**src/rtl/core/set_assoc_lru_cache_tracker_macros.svh**
```systemverilog
// assertion macros used by the cache tracker back end rtl
// no dependencies
`ifndef SET_ASSOC_LRU_CACHE_TRACKER_MACROS_SVH
`define SET_ASSOC_LRU_CACHE_TRACKER_MACROS_SVH

// property must hold in the cycle after a trigger
`define SALC_ASSERT_NEXT(label, trig, prop, msg) \
   label: assert property (@(posedge clock) disable iff (reset) (trig) |=> (prop)) \
      else $error(msg);

// property must hold in the same cycle as a trigger
`define SALC_ASSERT_NOW(label, trig, prop, msg) \
   label: assert property (@(posedge clock) disable iff (reset) (trig) |-> (prop)) \
      else $error(msg);

`endif

```
**src/rtl/core/salc_pkg.sv**
```systemverilog
// package for the set-associative lru cache tracker
// types, constants and helpers used by every module but salc_ram; no dependencies
package salc_pkg;

   localparam int MAX_SET_BITS_DEF = 8;
   localparam int MAX_WAYS_DEF     = 8;

   // address width is fixed by the request transaction
   localparam int ADDR_W   = 48;
   localparam int TOTAL_W  = 32;
   localparam int KIND_W   = 2;
   localparam int CSR_IDX_W  = 2;
   localparam int CSR_DATA_W = 6;

   localparam logic [KIND_W-1:0] KIND_LOAD   = 2'd0;
   localparam logic [KIND_W-1:0] KIND_STORE  = 2'd1;
   localparam logic [KIND_W-1:0] KIND_MODIFY = 2'd2;

   localparam logic [CSR_IDX_W-1:0] CSR_SET_BITS    = 2'd0;
   localparam logic [CSR_IDX_W-1:0] CSR_OFFSET_BITS = 2'd1;
   localparam logic [CSR_IDX_W-1:0] CSR_WAYS        = 2'd2;

   localparam logic [3:0] RESET_SET_BITS    = 4'd4;
   localparam logic [5:0] RESET_OFFSET_BITS = 6'd4;
   localparam logic [3:0] RESET_WAYS        = 4'd1;

   typedef struct packed {
      logic [KIND_W-1:0] kind;
      logic [ADDR_W-1:0] address;
   } req_type;

   typedef struct packed {
      logic               hit;
      logic               miss;
      logic               eviction;
      logic               second_hit;
      logic [TOTAL_W-1:0] hit_total;
      logic [TOTAL_W-1:0] miss_total;
      logic [TOTAL_W-1:0] eviction_total;
   } rsp_type;

   function automatic logic [TOTAL_W-1:0] sat_inc(input logic [TOTAL_W-1:0] v);
      sat_inc = (v == {TOTAL_W{1'b1}}) ? v : v + 1'b1;
   endfunction

endpackage

```
**src/rtl/core/salc_front.sv**
```systemverilog
// front end: accepts transactions, splits address into set and tag
// depends on salc_pkg
module salc_front #(
   parameter int MAX_SET_BITS = salc_pkg::MAX_SET_BITS_DEF,
   parameter int SET_W        = (MAX_SET_BITS > 0) ? MAX_SET_BITS : 1
) (
   input  logic                        start,
   output logic                        busy,
   input  salc_pkg::req_type           req_in,
   input  logic [3:0]                  set_bits,
   input  logic [5:0]                  offset_bits,
   input  logic                        q_full,
   output logic                        q_push,
   output logic [SET_W-1:0]            q_set,
   output logic [salc_pkg::ADDR_W-1:0] q_tag,
   output logic                        q_modify
);
   import salc_pkg::*;

   logic [ADDR_W-1:0] addr;
   logic [ADDR_W-1:0] shifted;
   logic [6:0]        s_eff;
   logic [6:0]        tag_sh;

   assign busy   = q_full;
   assign q_push = start & ~q_full;

   always_comb begin
      addr = req_in.address;
      s_eff = (32'(set_bits) > MAX_SET_BITS) ? 7'(MAX_SET_BITS) : 7'(set_bits);
      tag_sh = s_eff + 7'(offset_bits);
      shifted = addr >> offset_bits;
      q_set = SET_W'(shifted & ((ADDR_W'(1) << s_eff) - ADDR_W'(1)));
      q_tag = (tag_sh >= 7'd64) ? '0 : addr >> tag_sh;
      q_modify = (req_in.kind == KIND_MODIFY);
   end
endmodule

```
**config.mk**
```make
export PLATFORM = sky130hd
export DESIGN_NAME = salc_front
export DESIGN_NICKNAME = d
export VERILOG_FILES = /design/src/rtl/core/set_assoc_lru_cache_tracker_macros.svh /design/src/rtl/core/salc_pkg.sv /design/src/rtl/core/salc_front.sv
export SDC_FILE = /design/constraint.sdc
export NUM_CORES = 1
export LEC_CHECK = 0
export BUFFER_PORTS_ARGS = -buffer_cell sky130_fd_sc_hd__buf_2
export CORE_MARGIN = 3
export CORE_UTILIZATION = 30
export DETAILED_ROUTE_END_ITERATION = 6
export PLACE_DENSITY_LB_ADDON = 0.25
export REMOVE_ABC_BUFFERS = 1
export SLEW_MARGIN = 30
export SYNTH_ARGS = -nofsm -noshare
export SYNTH_HDL_FRONTEND = slang
export SYNTH_SLANG_ARGS = --single-unit
export TNS_END_PERCENT = 5
```
**constraint.sdc**
```tcl
create_clock -name vclk -period 6.3
set_input_delay 0.63 -clock vclk [all_inputs]
set_output_delay 0.63 -clock vclk [all_outputs]
set_load 0.01 [all_outputs]
```
==> flow_summary.yaml <==
worst_setup_path:
  cp.arrival_ns: 3.92
  path_max_fanout: 34
  crit_start: "set_bits[3]"
  cp_num_cells: 10
  critical_path_class: "input port to output pin"
  path_cells: "buf_2, nor2b_1, ha_1, inv_1, fa_2, buf_4, mux2i_1, o21ai_0, a221o_1, buf_2"
  worstSetupStartpointType: "input port"
  slowest_delay_ns: 0.94
  cp_num_buf_inv: 4
  cp_slowest_cell: "fa_2"
  crit_path_end_kind: "output pin"
  required_ns: 5.67
  crit_top_cell: "buf_2"
  crit_family: "adder cells"
drt:
  routed_wl_mm: 19.54
  first_iter_violations: 532
  dr.pass1.iters: 6
  antenna_left: 0
  avgRoutedWirePerCell_um: 20.70
  drc: 0
  vias: 5518
  vias_per_cell: 5.845
floorplan:
  io_pins: 121
  rows: 47
  coreArea_mm2: 0.01670
  start_util: 0.3076
  die_area_mm2: 0.01873
  die_w_um: 136.9
  die_h_um: 136.9
synthesis:
  syn-cell-area_mm2: 0.005137
  yosysUniqueCellTypes: 59
  synth.most_common_cell: "mux2i_1"
  ys_seq_area_frac: 0
  ys_warn_count: 0
  synth_area_leaders: "mux2i_1, mux4_2, mux2_2"
  yosys.area.top_type: "mux2i_1"
  synth.avg_cell_area_um2: 7.867
  synth_top_area_frac: 0.3741
  synthCells: 653
  synth_commonest_cells: "mux2i_1, nand2_1, nor2_1, o21ai_0, mux4_2"
min_path:
  min-delay-start: "q_full"
  hold_path_depth: 2
  hold_class: "input port to output pin"
place:
  dp_cells: 944
  port_buffers: 121
  hpwl_mm: 15.41
  place_congestion: 0.8638
sta:
  slew_headroom: 0.3369
  min_period_ns: 4.546
  tightest_slew_ns: 0.9898
  final_max_slew_viol_count: 0
  setup_viol: 0
  rsz0062_at_grt: "no"
  hold_viol_final: 0
  fmax_mhz: 220.0
  fin_crit_sh: 0.7216
  fin_setup_tns_ns: 0
global_routing:
  grt_pass1_vias: 5192
  grt.total_usage: 0.1966
  antenna_found_initial: 2
  grt_max_degree: 61
  grt_pass1_wl_mm: 29.63
  grt_overflow_total: 0
run:
  drv_cap: 0
cells_and_area:
  syn_to_final_growth_pct: 13.96
  seq_area_um2: 0
  clkbuf_count: 0
  stdcell_count: 944
  post_route_cells_drive_above_1_share: 0.2749
  flops_and_latches: 0
  diodes: 0
  finalNetCount: 795
clock_network:
  post_cts_buffers: 0
  ctsResizeCount: 0
  holdBufCountCts: 0
power_and_ir_drop:
  finalPower_uw: 906.0
  p_leak_nw: 2.720
  powerDensity_mw_per_mm2: 154.7
  ir_drop_mv: 0.08759
run_status:
  status: "complete, no violations"
[layout make-up]
class,count,area [um2]
fillers,1827,10850
multi-input cells,584,4848
repair buffers,132,700.7
well taps,220,275.3
inverters,8,30.03
[kinds of logic (layout without fill, tap and decap cells)]
group / Yosys count / after routing / share of synthesized area
AND/OR/NAND/NOR: 190 / 190 / 0.1707
adder cells (fa/ha/maj): 7 / 7 / 0.01851
AO/OA/AOI/OAI: 133 / 133 / 0.1727
multiplexers: 248 / 248 / 0.5604
buffers and inverters: 69 / 140 / 0.06600
XOR/XNOR: 6 / 6 / 0.01169
[layout by cell type, fill, tap and decap left out, types with 5 or more instances in the layout]
cell type / instances
nand2b_1: 15
a22oi_1: 8
mux2i_1: 192
mux2_2: 27
mux4_2: 29
nand2_1: 58
nand3_1: 7
a21oi_1: 26
o22ai_1: 5
and2_1: 7
ha_1: 5
nor2_1: 58
o21ai_0: 33
o211ai_1: 5
inv_1: 6
a211oi_1: 18
buf_4: 10
buf_2: 121
nor2b_1: 12
nor3_1: 17
[layer usage]
layer | routed length [um] | part of all wire | up-vias | track usage
li1 | - | - | 2622 | -
met1 | 9210 | 0.47 | 2594 | 0.3013
met2 | 8514 | 0.44 | 268 | 0.3018
met3 | 1306 | 0.067 | 30 | 0.01324
met4 | 482 | 0.025 | 4 | 0.04047
met5 | 23 | 0.0012 | - | 0
[per-stage QoR]
stage	utilization	hold WS, ns	setup slack, ns	area (um2)
after global placement	0.3505	1.459	1.807	5854
after global routing	0.3505	1.471	1.533	5854
final	0.3505	1.458	1.754	5854
after detailed placement	0.3505	1.459	1.816	5854
after CTS	0.3505	1.459	1.811	5854
after floorplan	-	1.260	0.8949	4828
[final timing paths]
check / endpoint / slack [ns]
min: busy / 1.46
max: q_tag[0] / 1.75
[where the power goes]
part           total, mW  leakage (nW)  internal [mW]  switching, mW
clock network          0             0              0              0
logic              0.906          2.72          0.365          0.541
registers              0             0              0              0
(Power assumes the default switching activity.)
