$ cat src/rtl/core/set_assoc_lru_cache_tracker_macros.svh
// assertion macros used by the cache tracker back end rtl
// no dependencies
`ifndef SET_ASSOC_LRU_CACHE_TRACKER_MACROS_SVH
`define SET_ASSOC_LRU_CACHE_TRACKER_MACROS_SVH

// property must hold in the cycle after a trigger
`define SALC_ASSERT_NEXT(label, trig, prop, msg) \
   label: assert property (@(posedge clock) disable iff (reset) (trig) |=> (prop)) \
      else $error(msg);

// property must hold in the same cycle as a trigger
`define SALC_ASSERT_NOW(label, trig, prop, msg) \
   label: assert property (@(posedge clock) disable iff (reset) (trig) |-> (prop)) \
      else $error(msg);

`endif

$ cat src/rtl/core/salc_pkg.sv
// package for the set-associative lru cache tracker
// types, constants and helpers used by every module but salc_ram; no dependencies
package salc_pkg;

   localparam int MAX_SET_BITS_DEF = 8;
   localparam int MAX_WAYS_DEF     = 8;

   // address width is fixed by the request transaction
   localparam int ADDR_W   = 48;
   localparam int TOTAL_W  = 32;
   localparam int KIND_W   = 2;
   localparam int CSR_IDX_W  = 2;
   localparam int CSR_DATA_W = 6;

   localparam logic [KIND_W-1:0] KIND_LOAD   = 2'd0;
   localparam logic [KIND_W-1:0] KIND_STORE  = 2'd1;
   localparam logic [KIND_W-1:0] KIND_MODIFY = 2'd2;

   localparam logic [CSR_IDX_W-1:0] CSR_SET_BITS    = 2'd0;
   localparam logic [CSR_IDX_W-1:0] CSR_OFFSET_BITS = 2'd1;
   localparam logic [CSR_IDX_W-1:0] CSR_WAYS        = 2'd2;

   localparam logic [3:0] RESET_SET_BITS    = 4'd4;
   localparam logic [5:0] RESET_OFFSET_BITS = 6'd4;
   localparam logic [3:0] RESET_WAYS        = 4'd1;

   typedef struct packed {
      logic [KIND_W-1:0] kind;
      logic [ADDR_W-1:0] address;
   } req_type;

   typedef struct packed {
      logic               hit;
      logic               miss;
      logic               eviction;
      logic               second_hit;
      logic [TOTAL_W-1:0] hit_total;
      logic [TOTAL_W-1:0] miss_total;
      logic [TOTAL_W-1:0] eviction_total;
   } rsp_type;

   function automatic logic [TOTAL_W-1:0] sat_inc(input logic [TOTAL_W-1:0] v);
      sat_inc = (v == {TOTAL_W{1'b1}}) ? v : v + 1'b1;
   endfunction

endpackage

$ cat src/rtl/core/salc_queue.sv
// short fifo of classified transactions between front and back end
// depends on salc_pkg
module salc_queue #(
   parameter int WIDTH = 8
) (
   input  logic             clock,
   input  logic             reset,
   input  logic             push,
   input  logic [WIDTH-1:0] push_data,
   output logic             full,
   input  logic             pop,
   output logic             not_empty,
   output logic [WIDTH-1:0] pop_data
);
   import salc_pkg::*;

   logic [1:0][WIDTH-1:0] slot_ff;
   logic       wr_ptr_ff, rd_ptr_ff;
   logic [1:0] count_ff;

   assign full      = (count_ff == 2'd2);
   assign not_empty = (count_ff != 2'd0);
   assign pop_data  = slot_ff[rd_ptr_ff];

   always_ff @(posedge clock) begin
      if (reset) begin
         wr_ptr_ff <= 1'b0; rd_ptr_ff <= 1'b0; count_ff <= 2'd0;
      end else begin
         if (push) begin
            wr_ptr_ff <= ~wr_ptr_ff;
         end
         if (pop) rd_ptr_ff <= ~rd_ptr_ff;
         count_ff <= count_ff + 2'(push) - 2'(pop);
      end
      if (push) slot_ff[wr_ptr_ff] <= push_data;
   end
endmodule

$ cat config.mk
export PLATFORM = sky130hd
export DESIGN_NAME = salc_queue
export DESIGN_NICKNAME = d
export VERILOG_FILES = /design/src/rtl/core/set_assoc_lru_cache_tracker_macros.svh /design/src/rtl/core/salc_pkg.sv /design/src/rtl/core/salc_queue.sv
export SDC_FILE = /design/constraint.sdc
export NUM_CORES = 1
export LEC_CHECK = 0
export ABC_AREA = 1
export BUFFER_PORTS_ARGS = -buffer_cell sky130_fd_sc_hd__buf_2
export CORE_AREA = 2 2 52 54
export DETAILED_ROUTE_END_ITERATION = 8
export DIE_AREA = 0 0 54 56
export GPL_TIMING_DRIVEN = 0
export PLACE_DENSITY = 0.66
export RECOVER_POWER = 100
export SLEW_MARGIN = 20
export SYNTH_ARGS = -nofsm -noshare
export SYNTH_HDL_FRONTEND = slang
export SYNTH_SLANG_ARGS = --single-unit
$ cat constraint.sdc
create_clock -name clock -period 2.79 [get_ports clock]
set_input_delay 0.1395 -clock clock [delete_from_list [all_inputs] [get_ports clock]]
set_output_delay 0.1395 -clock clock [all_outputs]
set_load 0.03 [all_outputs]
==> reports/results.txt <==
Status: finished clean
First-pass GRT wire length: 1520 um
Worst hold path type: in2reg
Compound-Gate Fraction of Synth Area: 0.616%
Setup crit end kind: output port
Delay-heaviest family, CP: buffers and inverters
Worst-margin pin slew: 0.687 ns
FF+latch count, synth: 20
Critical R2R Launch: count_ff[0]$_SDFF_PP0_
Initial Util: 33.4%
Initial DRC count: 8
Worst EP required: 2.65 ns
Sequential area share after synthesis: 69.0%
Post-CTS sizing: 0
Setup_tns: 0 ns
Max-cap violations: 0
Initial antenna violation count: 0
Crit path buf inv count: 2
H-tree level count: 1
Top-count cell post-synth: edfxtp_1
Critical path endpoint: pop_data[1]
Mapped Area: 812 sq um
Vias/cell: 4.12
Pwr dens: 630 nW/um^2
Synth warn: 0
Post-Syn Instances: 54
Area of the multi-input gates: 191 sq um
Post-synth top cells: 16 x edfxtp_1, 8 x inv_1, 8 x mux2_4
PortBufs: 21
Hold Fails Final Rpt: 0
Mapped Nets: 68
Die Wd: 54 um
Leakage: 0.384 nW
Largest net degree at the start of global routing: 12
R2r setup slk: 1.52 ns
Stages on the worst setup path: 3
Nets: 94
All-layer global routing usage: 7.49%
Synthesized-area fraction occupied by adder cells: 3.08%
Core area: 2430 sq um
Slowest stage cell, crit path: clkbuf_1
Clock slew at reported path FFs: 0.09 ns
Clock root buffer: clkbuf_4
Final setup violating endpoints: 0
RSZ-0062 raised after global routing: false
Longest Clk Path Bufs: 2
Final instance area: 942 sq um
Final period utilization: 63.1%
Layout area overhead: 16.0%
Synth area leader: edfxtp_1
Main synth FF type: edfxtp_1
Syn Area/Cell: 15.0 sq um
Asr flop ratio synth: 0%
Chip height: 56 um
Crit Path Max Fanout: 9
Die ar.: 3020 sq um
1st-pass router iterations: 4
Crit-path cells: clkbuf_1 > mux2_1 > buf_2
Setup Fix Bufs, Post-CTS: 0
Tot Pwr: 593 uW
WP data arrival: 1.62 ns
Post-synth EDFFs: 16
DRT Wirelength: 1100 um
I/O Pins: 22
Clk sinks: 20
Crit path from: rd_ptr_ff$_SDFFE_PP0P_
Inserted Clock Buffers: 3
Largest family of logic cells by synthesized area: multiplexers
Routability cong.: 0.608
Reg area: 561 sq um
Min Tclk post-route: 1.76 ns
Achievable frequency: 0.568 GHz
Avg WL per Cell: 10.1 um
Vias in the first global route: 390
Top cells by area, synth: edfxtp_1 59%, mux2_4 15%, dfxtp_1 9.9%, inv_1 3.7%, ha_1 3.1%
Worst r2r path cells: 8
Post-Place Cell Area: 955 sq um
Vias post-DR: 449
Peak VDD IR: 232 uV
Worst Setup Path Type: reg2out
N_diodes: 0
Post-synth cell types: 12
CTS tree: yes
Top cell type's share of synthesized area: 59.2%
Latest clock arrival within the worst-skew pair: 0.28 ns
Setup Skew: 0.00227 ns
# fillers: 235
Detailed Place HPWL: 805 um
Rel. slew slack: 54.0%
Antenna-violating nets left: 0
Slew Viols, Final: 0
Drt drc: 0
Post-synthesis simple-gate area fraction: 6.32%
GRT overflow: 0
CTS Hold Bufs: 0
Critical Path Max Stage Delay: 0.45 ns
Row cnt: 18
Share of layout cells above drive strength 1: 21.5%
R2R Path End: count_ff[1]$_SDFF_PP0_
Worst Setup Start Kind: register
Xor-xnor portion of the synthesized cell area: 1.08%
Mux cell area share after synthesis: 14.8%
[cells by family after synthesis]
logic type,Yosys count
xor gates and xnor gates,1
AOI/OAI and AO/OA,1
muxes,8
buffers and inverters,9
adders and majority gates,2
and+or+nand+nor,13
DFF,20
[per-stage QoR]
stage               util, %  cells  setup WS, ns  hold WS (ns)
CTS                    40.3    109          1.37        0.0203
detailed placement     39.2    105          1.53         0.331
finish                 38.7    109          1.03        0.0410
global route           38.7    109         0.905        0.0186
floorplan                 -     54          1.60         0.211
global placement       39.2    105          1.56         0.329
[final cells by class]
type | instances | area share (%)
Buffer | 1 | 0.398
Sequential cell | 20 | 59.5
Timing Repair Buffer | 21 | 9.83
Tap cell | 30 | 3.98
Clock buffer | 4 | 2.79
Inverter | 8 | 3.19
Multi-Input combinational cell | 25 | 20.3
[where the power goes]
part	switching (mW)	internal [mW]	total (mW)
logic	0.0763	0.0384	0.115
clock network	0.0744	0.0555	0.130
registers	0.00586	0.343	0.349
total	0.157	0.437	0.593
[cells in the final DEF, fill, tap and decap left out, drive strengths merged]
master  count
dfxtp       4
edfxtp     16
a21oi       1
ha          2
inv         8
mux2        8
nor2        6
nand2       5
nand3       1
nor3        1
clkbuf     15
xnor2       1
buf        11
[worst min-delay path by stage]
stage | startpoint | end | slack [ns] | cells past startpoint
after floorplan | reset | count_ff[0]$_SDFF_PP0_ | 0.21 | 1
after global placement | push_data[4] | slot_ff[12]$_DFFE_PP_ | 0.33 | 1
after detailed placement | push_data[0] | slot_ff[0]$_DFFE_PP_ | 0.33 | 1
after CTS | push_data[0] | slot_ff[8]$_DFFE_PP_ | 0.02 | 1
after global routing | push_data[6] | slot_ff[14]$_DFFE_PP_ | 0.02 | 1
final | push_data[2] | slot_ff[10]$_DFFE_PP_ | 0.04 | 1
[per-layer routing]
metal / routed length [um] / part of all wire [%] / GRT usage [%] / vias to the layer above
met3: 72 / 6.6 / 1.88 / 2
met4: 27 / 2.5 / 8.57 / 0
met2: 506 / 46 / 11.0 / 14
met5: 0 / 0 / 0 / -
met1: 489 / 45 / 7.75 / 202
li1: - / - / - / 231
[sequential cells by signal, indices dropped and copies added (netlist names)]
register / flops
slot_ff: 16
rd_ptr_ff: 1
wr_ptr_ff: 1
count_ff: 2
[worst reg2reg max path: stages, from the launching register on]
cell and delay, ns:
dfxtp_1 0.34, inv_1 0.06, ha_1 0.26, inv_1 0.04, ha_1 0.18, inv_1 0.05, nand2_1 0.06, a21oi_1 0.13
nor2_1 0.06
Note: power is estimated with default switching activity, not from simulation.
